===== src/rtl/h2r_pkg.sv =====
`default_nettype none

package h2r_pkg;

    localparam int FRAC_BITS_DEFAULT = 8;

    localparam int NUM_STAGES = 9;
    localparam int HUE_STAGES = 5;

    localparam int DEG_FULL   = 360;
    localparam int DEG_SECTOR = 60;

    // 2^15 mod 360 is 8, so hue + 2^15 + 352 is congruent to hue mod 360
    localparam int HUE_OFFSET = 352;

    // floor(2^20 / 360); the quotient estimate is low by at most one
    localparam int RECIP       = 2912;
    localparam int RECIP_SHIFT = 20;

    typedef enum logic [2:0] {
        SECTOR_0 = 3'd0,
        SECTOR_1 = 3'd1,
        SECTOR_2 = 3'd2,
        SECTOR_3 = 3'd3,
        SECTOR_4 = 3'd4,
        SECTOR_5 = 3'd5
    } sector_t;

endpackage

`default_nettype wire


===== src/rtl/h2r_hue_sector.sv =====
`default_nettype none

module h2r_hue_sector
(
    input  wire logic                                clk,
    input  wire logic signed [15:0]                  hue,
    input  wire logic [h2r_pkg::HUE_STAGES-1:0]      en,
    output h2r_pkg::sector_t                         sector,
    output logic [5:0]                               rem
);

    logic [16:0]      x_next;
    logic [16:0]      x0_reg;
    logic [28:0]      prod;
    logic [7:0]       q1_next;
    logic [7:0]       q1_reg;
    logic [16:0]      x1_reg;
    logic [16:0]      qm;
    logic [16:0]      diff;
    logic [9:0]       r2_reg;
    logic [8:0]       r3_next;
    logic [8:0]       r3_reg;
    h2r_pkg::sector_t sector_next;
    h2r_pkg::sector_t sector4_reg;
    logic [8:0]       base;
    logic [5:0]       rem_next;
    logic [5:0]       rem4_reg;

    assign x_next  = {1'b0, ~hue[15], hue[14:0]} + 17'(h2r_pkg::HUE_OFFSET);
    assign prod    = 29'(x0_reg) * 29'(h2r_pkg::RECIP);
    assign q1_next = prod[h2r_pkg::RECIP_SHIFT +: 8];
    assign qm      = {9'd0, q1_reg} * 17'(h2r_pkg::DEG_FULL);
    assign diff    = x1_reg - qm;
    assign r3_next = (r2_reg >= 10'(h2r_pkg::DEG_FULL))
                   ? 9'(r2_reg - 10'(h2r_pkg::DEG_FULL)) : r2_reg[8:0];

    always_comb
    begin
        if (r3_reg < 9'(h2r_pkg::DEG_SECTOR))
        begin
            sector_next = h2r_pkg::SECTOR_0;
            base        = 9'd0;
        end
        else if (r3_reg < 9'(2 * h2r_pkg::DEG_SECTOR))
        begin
            sector_next = h2r_pkg::SECTOR_1;
            base        = 9'(h2r_pkg::DEG_SECTOR);
        end
        else if (r3_reg < 9'(3 * h2r_pkg::DEG_SECTOR))
        begin
            sector_next = h2r_pkg::SECTOR_2;
            base        = 9'(2 * h2r_pkg::DEG_SECTOR);
        end
        else if (r3_reg < 9'(4 * h2r_pkg::DEG_SECTOR))
        begin
            sector_next = h2r_pkg::SECTOR_3;
            base        = 9'(3 * h2r_pkg::DEG_SECTOR);
        end
        else if (r3_reg < 9'(5 * h2r_pkg::DEG_SECTOR))
        begin
            sector_next = h2r_pkg::SECTOR_4;
            base        = 9'(4 * h2r_pkg::DEG_SECTOR);
        end
        else
        begin
            sector_next = h2r_pkg::SECTOR_5;
            base        = 9'(5 * h2r_pkg::DEG_SECTOR);
        end
        rem_next = 6'(r3_reg - base);
    end

    always_ff @(posedge clk)
    begin
        if (en[0])
        begin
            x0_reg <= x_next;
        end
        if (en[1])
        begin
            x1_reg <= x0_reg;
            q1_reg <= q1_next;
        end
        if (en[2])
        begin
            r2_reg <= diff[9:0];
        end
        if (en[3])
        begin
            r3_reg <= r3_next;
        end
        if (en[4])
        begin
            sector4_reg <= sector_next;
            rem4_reg    <= rem_next;
        end
    end

    assign sector = sector4_reg;
    assign rem    = rem4_reg;

endmodule

`default_nettype wire


===== src/rtl/hsv_to_rgb_converter.sv =====
// Each accepted input transaction yields its result on red/green/blue.
// Throughput: one transaction per cycle while out_stall is low, through a nine-stage pipeline
// with per-stage valid bits; a stalled output holds its stage and bubbles still close up behind it.
// Reset clears only the valid bits; data registers are not reset.
`default_nettype none

module hsv_to_rgb_converter
#(
    parameter int FRAC_BITS = h2r_pkg::FRAC_BITS_DEFAULT
)
(
    input  wire logic               clk,
    input  wire logic               rst_n,
    input  wire logic               in_valid,
    output logic                    in_stall,
    input  wire logic signed [15:0] hue,
    input  wire logic signed [9:0]  saturation,
    input  wire logic signed [9:0]  value,
    output logic                    out_valid,
    input  wire logic               out_stall,
    output logic [7:0]              red,
    output logic [7:0]              green,
    output logic [7:0]              blue
);

    localparam int NS        = h2r_pkg::NUM_STAGES;
    localparam int SW        = FRAC_BITS + 1;
    localparam int AW        = FRAC_BITS + 6;
    localparam int MQW       = 2 * FRAC_BITS + 7;
    localparam int MPW       = 2 * FRAC_BITS + 2;
    localparam int ONE_I     = 1 << FRAC_BITS;
    localparam int SIXTY_ONE = h2r_pkg::DEG_SECTOR * ONE_I;
    localparam int CQ_LO     = 2 * FRAC_BITS + 2;
    localparam int CP_LO     = 2 * FRAC_BITS;
    localparam int CV_LO     = FRAC_BITS;

    logic [NS:0]      stage_en;
    logic [NS-1:0]    valid_reg;
    logic [NS-1:0]    valid_next;

    logic [SW-1:0]    s_next;
    logic [SW-1:0]    v_next;
    logic [SW-1:0]    s_pipe_reg [0:4];
    logic [SW-1:0]    v_pipe_reg [0:6];

    h2r_pkg::sector_t sector4;
    logic [5:0]       rem4;
    h2r_pkg::sector_t sec5_reg;
    h2r_pkg::sector_t sec6_reg;
    h2r_pkg::sector_t sec7_reg;

    logic [AW-1:0]    aq_next;
    logic [AW-1:0]    at_next;
    logic [SW-1:0]    ap_next;
    logic [AW-1:0]    aq_reg;
    logic [AW-1:0]    at_reg;
    logic [SW-1:0]    ap_reg;

    logic [MQW-1:0]   mq_reg;
    logic [MQW-1:0]   mt_reg;
    logic [MPW-1:0]   mp_reg;

    logic [MQW+3:0]   q17;
    logic [MQW+3:0]   t17;
    logic [MPW+7:0]   p255;
    logic [SW+7:0]    v255;
    logic [7:0]       cq_reg;
    logic [7:0]       ct_reg;
    logic [7:0]       cp_reg;
    logic [7:0]       cv_reg;

    logic [7:0]       red_next;
    logic [7:0]       green_next;
    logic [7:0]       blue_next;
    logic [7:0]       red_reg;
    logic [7:0]       green_reg;
    logic [7:0]       blue_reg;

    always_comb
    begin
        stage_en[NS] = !out_stall;
        for (int i = NS - 1; i >= 0; i--)
        begin
            stage_en[i] = !valid_reg[i] || stage_en[i+1];
        end
    end

    always_comb
    begin
        valid_next[0] = stage_en[0] ? in_valid : valid_reg[0];
        for (int i = 1; i < NS; i++)
        begin
            valid_next[i] = stage_en[i] ? valid_reg[i-1] : valid_reg[i];
        end
    end

    always_ff @(posedge clk or negedge rst_n)
    begin
        if (!rst_n)
        begin
            valid_reg <= '0;
        end
        else
        begin
            valid_reg <= valid_next;
        end
    end

    assign in_stall  = !stage_en[0];
    assign out_valid = valid_reg[NS-1];

    // clamp to 0..1.0
    always_comb
    begin
        if (saturation[9])
        begin
            s_next = '0;
        end
        else if (int'(saturation[8:0]) > ONE_I)
        begin
            s_next = SW'(ONE_I);
        end
        else
        begin
            s_next = SW'(saturation[8:0]);
        end

        if (value[9])
        begin
            v_next = '0;
        end
        else if (int'(value[8:0]) > ONE_I)
        begin
            v_next = SW'(ONE_I);
        end
        else
        begin
            v_next = SW'(value[8:0]);
        end
    end

    h2r_hue_sector u_hue_sector
    (
        .clk    (clk),
        .hue    (hue),
        .en     (stage_en[h2r_pkg::HUE_STAGES-1:0]),
        .sector (sector4),
        .rem    (rem4)
    );

    assign aq_next = AW'(SIXTY_ONE) - AW'(s_pipe_reg[4]) * AW'(rem4);
    assign at_next = AW'(SIXTY_ONE)
                   - AW'(s_pipe_reg[4]) * AW'(6'(h2r_pkg::DEG_SECTOR) - rem4);
    assign ap_next = SW'(ONE_I) - s_pipe_reg[4];

    // 255 / 60 = 17 / 4, so q and t scale by 17 and drop two more bits
    assign q17  = {mq_reg, 4'b0} + {4'b0, mq_reg};
    assign t17  = {mt_reg, 4'b0} + {4'b0, mt_reg};
    assign p255 = {mp_reg, 8'b0} - {8'b0, mp_reg};
    assign v255 = {v_pipe_reg[6], 8'b0} - {8'b0, v_pipe_reg[6]};

    always_comb
    begin
        case (sec7_reg)
            h2r_pkg::SECTOR_1:
            begin
                red_next = cq_reg; green_next = cv_reg; blue_next = cp_reg;
            end
            h2r_pkg::SECTOR_2:
            begin
                red_next = cp_reg; green_next = cv_reg; blue_next = ct_reg;
            end
            h2r_pkg::SECTOR_3:
            begin
                red_next = cp_reg; green_next = cq_reg; blue_next = cv_reg;
            end
            h2r_pkg::SECTOR_4:
            begin
                red_next = ct_reg; green_next = cp_reg; blue_next = cv_reg;
            end
            h2r_pkg::SECTOR_5:
            begin
                red_next = cv_reg; green_next = cp_reg; blue_next = cq_reg;
            end
            default:
            begin
                red_next = cv_reg; green_next = ct_reg; blue_next = cp_reg;
            end
        endcase
    end

    always_ff @(posedge clk)
    begin
        if (stage_en[0])
        begin
            s_pipe_reg[0] <= s_next;
            v_pipe_reg[0] <= v_next;
        end
        for (int i = 1; i < 5; i++)
        begin
            if (stage_en[i])
            begin
                s_pipe_reg[i] <= s_pipe_reg[i-1];
            end
        end
        for (int i = 1; i < 7; i++)
        begin
            if (stage_en[i])
            begin
                v_pipe_reg[i] <= v_pipe_reg[i-1];
            end
        end
        if (stage_en[5])
        begin
            aq_reg   <= aq_next;
            at_reg   <= at_next;
            ap_reg   <= ap_next;
            sec5_reg <= sector4;
        end
        if (stage_en[6])
        begin
            mq_reg   <= MQW'(v_pipe_reg[5]) * MQW'(aq_reg);
            mt_reg   <= MQW'(v_pipe_reg[5]) * MQW'(at_reg);
            mp_reg   <= MPW'(v_pipe_reg[5]) * MPW'(ap_reg);
            sec6_reg <= sec5_reg;
        end
        if (stage_en[7])
        begin
            cq_reg   <= q17[CQ_LO +: 8];
            ct_reg   <= t17[CQ_LO +: 8];
            cp_reg   <= p255[CP_LO +: 8];
            cv_reg   <= v255[CV_LO +: 8];
            sec7_reg <= sec6_reg;
        end
        if (stage_en[8])
        begin
            red_reg   <= red_next;
            green_reg <= green_next;
            blue_reg  <= blue_next;
        end
    end

    assign red   = red_reg;
    assign green = green_reg;
    assign blue  = blue_reg;

    assert property (@(posedge clk) disable iff (!rst_n)
        in_stall |-> (&valid_reg))
    else $error("input stalled while the pipeline has a bubble");

    assert property (@(posedge clk) disable iff (!rst_n)
        $fell(out_valid) |-> $past(!out_stall))
    else $error("result dropped without a transaction");

    assert property (@(posedge clk) disable iff (!rst_n)
        (stage_en[8] && valid_reg[7] && (cv_reg == 8'd0))
        |=> (red == 8'd0 && green == 8'd0 && blue == 8'd0))
    else $error("zero brightness produced a nonzero channel");

endmodule

`default_nettype wire

===== config.mk =====
export PLATFORM = sky130hd
export DESIGN_NAME = hsv_to_rgb_converter
export DESIGN_NICKNAME = d
export VERILOG_FILES = /design/src/rtl/h2r_pkg.sv /design/src/rtl/h2r_hue_sector.sv /design/src/rtl/hsv_to_rgb_converter.sv
export SDC_FILE = /design/constraint.sdc
export NUM_CORES = 2
export LEC_CHECK = 0
export ABC_CLOCK_PERIOD_IN_PS = 10100
export BUFFER_PORTS_ARGS = -buffer_cell sky130_fd_sc_hd__buf_2
export CORE_MARGIN = 1
export CORE_UTILIZATION = 70
export CTS_CLUSTER_DIAMETER = 100
export DETAILED_ROUTE_END_ITERATION = 8
export PLACE_DENSITY = 0.88
export SLEW_MARGIN = 10
export SYNTH_ARGS = -nofsm -noshare
export SYNTH_HDL_FRONTEND = slang
export SYNTH_HIERARCHICAL = 1
export SYNTH_SLANG_ARGS = --single-unit

===== constraint.sdc =====
create_clock -name clk -period 10.1 [get_ports clk]
set_clock_uncertainty 0.1 [all_clocks]
set_input_delay 0 -clock clk [delete_from_list [all_inputs] [get_ports clk]]
set_output_delay 0 -clock clk [all_outputs]
set_load 0.01 [all_outputs]

After elaboration in Yosys (flattened, before gate mapping)
Memories as Yosys holds them, arrays and structs flattened. Index checks and enable logic that the tools add are counted.

Reduce and logical (&&, ||, !) cells: 26. Bitwise logic cells: 1. Muxes and demuxes: 31. Multiply operators: 7. Equality and inequality tests: 5. Add/sub/neg operators: 12. Magnitude comparators: 8.

Operators by type and width (count): $pmux W8 S3 (3); $add A26 B23 Y26 (2); $mul A9 B14 Y23 (2); $mux W9 (5); $sub A14 B14 Y14 const A (2); $mux W6 (4); $sub A24 B18 Y24 (1); $mul A17 B7 Y23 const B (1); $gt A9 B9 Y1 const B (2); $lt A9 B8 Y1 const B (2); $mul A9 B9 Y18 (1); $add A16 B9 Y17 const B (1); $mux W1 (16); $sub A16 B9 Y16 (1); $mul A10 B7 Y14 (1); $mul A9 B6 Y14 (1); $logic_not A1 Y1 (11); $ge A10 B9 Y1 const B (1); $reduce_or A2 Y1 (5); $sub A10 B10 Y10 (1); $logic_or A1 B1 Y1 (9); $lt A9 B6 Y1 const B (1); $lt A9 B7 Y1 const B (1); $lt A9 B9 Y1 const B (1); other kinds (12) (15).

Input port bits: 40. Memories: 2. Word-level logic and storage cells: 126. Output and inout port bits: 26. Register bits: 238. Memory bits (writable): 108.

Memories: v_pipe_reg (words 7, width 9, read ports 7, clocked after memory_dff 0, wr ports 7, RTL line hsv_to_rgb_converter.sv:44) `logic [SW-1:0] v_pipe_reg [0:6];`; s_pipe_reg (words 5, width 9, read ports 5, clocked after memory_dff 0, wr ports 5, RTL line hsv_to_rgb_converter.sv:43) `logic [SW-1:0] s_pipe_reg [0:4];`.

Longest topological paths before layout
Depth in word-level cells: 12. Depth in mapped cells: 21.

Hierarchy
The synthesis kept the hierarchy.

Modules (own cells, without submodules): hsv_to_rgb_converter (area each 25164.1 µm², times used 1, sequential area each 8393.0 µm², cells an instance 2388); h2r_hue_sector (area each 5046.1 µm², times used 1, sequential area each 1861.8 µm², cells an instance 448).

Least setup slack after synthesis
OpenSTA, ideal clock, no wires.

Path type: reg2reg. Start: mem v_pipe_reg[5][0] (netlist name). End: reg mt_reg[22], data pin. Library setup time: 158 ps. Data arrival time: 5062 ps. Slack: 4780 ps. Data required time: 9842 ps. Stages on the path, launching flop included: 19. Period minus slack after synthesis: 5320 ps. Cell sequence: edfxtp_1 > clkbuf_1 > clkbuf_1 > nand2_1 > fa_1 > inv_1 > fa_1 > fa_1 > inv_1 > fa_1 > inv_1 > ha_1 > nand2_1 > or4b_1 > o21ba_2 > a2111oi_4 > o31ai_1 > o31a_1 > a211oi_2.

RTL lines: from (decl) (RTL line hsv_to_rgb_converter.sv:44); to (signal assigned) (RTL line hsv_to_rgb_converter.sv:223) `mt_reg <= MQW'(v_pipe_reg[5]) * MQW'(at_reg);`; to (decl) (RTL line hsv_to_rgb_converter.sv:60) `logic [MQW-1:0] mt_reg;`.

Worst setup path in the final report
Start: reg u_hue_sector.rem4_reg[0], in the netlist u_hue_sector/rem[0]. End: reg at_reg[12], data pin.

Word-level cells in the longest chain between the ends: 3.

RTL lines: from (decl) (RTL line h2r_hue_sector.sv:27) `logic [5:0] rem4_reg;`; from (signal assigned) (RTL line h2r_hue_sector.sv:94) `rem4_reg <= rem_next;`; $sub A6 B6 Y7 (RTL line hsv_to_rgb_converter.sv:153) `- AW'(s_pipe_reg[4]) * AW'(6'(h2r_pkg::DEG_SECTOR) - rem4);`; $mul A10 B7 Y14 (RTL line hsv_to_rgb_converter.sv:153); $sub A14 B14 Y14 (RTL line hsv_to_rgb_converter.sv:153); via at_next[12] (RTL line hsv_to_rgb_converter.sv:53) `logic [AW-1:0] at_next;`; to (signal assigned) (RTL line hsv_to_rgb_converter.sv:216) `at_reg <= at_next;`; to (decl) (RTL line hsv_to_rgb_converter.sv:56) `logic [AW-1:0] at_reg;`.

The timed path passes the listed nets, and every way through them passes these cells. A chain may end at the register's enable or synchronous reset.

==> impl_metrics.ini <==
[logic_synthesis]
yosysTopAreaCell = edfxtp_1
syn_avg_cell_area_um2 = 10.65
ys.warnings.count = 6
syn_nets = 3516
yosysSeqAreaShare_pct = 33.94
synthArstFlopShare_pct = 2.624
ys_ff_latch = 343
synth_top_area_share_pct = 33.20
synth_flop_cell = edfxtp_1
synth_area_leaders = edfxtp_1 (33%), fa_1 (21%), ha_1 (13%)
ys_types = 70
synth_area_um2 = 30210
synth_cells = 2836
synth_edf_count = 334

[setup_path]
required_ns = 10.31
r2r_slack_ns = 4.30
crit_arrival_ns = 6.01
cp-start-kind = flop
slowest_delay_ns = 0.67
end_kind = flop
crit_chain = inv_1, ha_1, nor2_1, xnor2_1, nand2_1, fa_1, fa_1, inv_1, ha_1, fa_1, inv_1, ha_1, a21oi_1, o21bai_1, a2111o_1, a31o_2, a21oi_1, xnor2_1
cp_num_buf_inv = 3
path_class = flop to flop
crit_fanout = 11
critPathSlowestCell = xnor2_1
critPathTopFamily = adder cells

[route]
vias = 20760
dr.pass1.iters = 5
first_iter_violations = 1384
wl_mm = 65.41
ant_nets = 0
wire_per_inst_um = 18.63
drc_errors = 0
via_per_inst = 5.910

[finish]
fin_util_pct = 78.01
synthToLayoutAreaGrowth_pct = 9.037
n_antenna_cell = 0
largest_register_ffs = 63
fin_nets = 3626
fillers = 2423
final_cells = 3512
drive_above_1_share_pct = 5.516

[placement]
hpwl_mm = 46.24
gp_congestion = 0.9124
portBuffers = 65
dp.cells = 3380

[cts]
cts_tree = done
cts_root_buf = clkbuf_16
clk_latency_ns = 0.57
clkTransAtPathRegs_ns = 0.06
clk_path_buf_depth = 3
htree_levels = 2
cts_buffers = 38
cts_resized = 0
clkSinkCount = 343

[die]
die_y_um = 209.7
num_rows = 75
dieArea_um2 = 43990
design.core.area_um2 = 42230
pin_count = 66
fp.dieW_um = 209.7
start_util_pct = 71.54

[global_route]
grt_pass1_vias = 22620
grt_first_pass_wirelength_mm = 108.7
use_met1_pct = 36.08
grt_use_met2_pct = 56.64
antenna_found_initial = 0
grt_busiest_layer = met2
grt_use_met3_pct = 4.519
grt-ovfl-total = 0
grt_util_all_layers_pct = 31.12
grt_max_degree = 77

[outcome]
status = finished, final reports clean

[hold_path]
hold_path_class = input pin to flop

[sta]
finalSetupTns_ns = 0
slew_headroom_pct = 20.09
slew_violations = 0
setup_viol = 0
rsz0062_at_grt = false
min_period_over_period_pct = 57.44
max_freq_mhz = 172.4
hold_violations = 0
tightest_slew_ns = 1.189
fin_crit_ns = 5.801

[job]
maxCapViolCount = 0
[cell usage after synthesis, types with 3 or more instances]
cell type  number
a211oi_1       18
a221o_1         8
nor2_1         89
nand2_1       290
a21o_1         29
dfrtp_1         9
inv_1         566
o21a_1         14
nor3_1         20
nand4_1        15
and2_1        209
o21bai_1       14
o31a_1          3
buf_1           7
a221oi_1       10
or4_1           3
xor2_1         35
nor2b_1        13
mux2i_1         3
o211ai_1       10
fa_1          319
edfxtp_1      334
o21ai_1         6
a21boi_0        4
ha_1          321
and3_1          5
nor4_1          6
o21ai_0        56
clkbuf_1       68
or3_1           4
nand2b_1       22
a31oi_1         7
or2_2           9
nand3_1        14
xnor2_1       118
a222oi_1        8
a21oi_1       124
[routing by layer]
metal / up-vias / routed length, um / part of all wire [%]
li1: 9428 / - / -
met1: 10180 / 24070 / 37
met2: 921 / 34030 / 52
met3: 227 / 4109 / 6.3
met4: 0 / 3198 / 4.9
met5: - / 0 / 0
[worst register-to-register path, cell delays in order, from the launching register on]
cell and delay (ns):
edfxtp_1 0.55, inv_1 0.15, ha_1 0.19, nor2_1 0.07, xnor2_1 0.67, nand2_1 0.18, fa_1 0.49, fa_1 0.54
inv_1 0.04, ha_1 0.30, fa_1 0.54, inv_1 0.05, ha_1 0.34, a21oi_1 0.22, o21bai_1 0.12, a2111o_1 0.46
a31o_2 0.24, a21oi_1 0.18, xnor2_1 0.09
[worst paths after layout]
check,end,cells after the start,start
min,u_hue_sector/x0_reg[4]$_DFFE_PP_,2,hue[4]
max reg2reg,at_reg[12]$_DFFE_PP_,18,u_hue_sector/rem[0]$_DFFE_PP_
min in group asynchronous,valid_reg[7]$_DFFE_PN0P_,3,rst_n
max in group asynchronous,valid_reg[4]$_DFFE_PN0P_,3,rst_n
max,at_reg[12]$_DFFE_PP_,18,u_hue_sector/rem[0]$_DFFE_PP_
min reg2reg,v_pipe_reg[3][5]$_DFFE_PP_,0,v_pipe_reg[2][5]$_DFFE_PP_
[cells by family (layout without fill, tap and decap cells)]
family / Yosys count / in the layout / share of synthesized area (%)
fa+ha+maj: 640 / 640 / 34.43
buf+inv: 641 / 778 / 7.964
compound gates: 344 / 344 / 7.505
xor+xnor: 154 / 154 / 4.490
mux: 3 / 3 / 0.09940
simple gates: 711 / 711 / 11.56
flops: 343 / 343 / 33.94
[per-stage QoR]
| step | setup slack (ns) | hold WS [ns] | cell area (um^2) |
|---|---|---|---|
| detailed placement | 4.035 | -0.2374 | 31050 |
| global route | 4.001 | 0.05516 | 32940 |
| global placement | 4.232 | -0.2457 | 31050 |
| finish | 4.299 | 0.06101 | 32940 |
| floorplan | 4.780 | -0.3956 | 30210 |
| CTS | 4.048 | 0.04861 | 32910 |
[timing repair]
item	CTS	global route
buffers inserted	0	0
endpoints found under the hold margin	45	0
hold buffers	64	0
[area by class of cell]
cell class	instances	area, um^2	share of cell area, %
Multi-Input combinational cell	1852	17560	53.30
Sequential cell	343	10250	31.13
Inverter	566	2125	6.450
Timing Repair Buffer	145	1106	3.358
Clock buffer	52	1023	3.107
Tap cell	539	674.4	2.047
Clock inverter	15	200.2	0.6077
[layout by cell type (no fill, tap or decap), types with 35 or more instances in the layout]
cell           instances
inv_1                566
edfxtp_1             334
ha_1                 321
fa_1                 319
nand2_1              289
and2_1               209
a21oi_1              124
xnor2_1              118
nor2_1                89
buf_2                 65
dlygate4sd3_1         64
o21ai_0               56
clkbuf_16             38
xor2_1                35
Power is not shown: default switching activity piles up to over one toggle a cycle in this logic, so the estimate is an artifact.
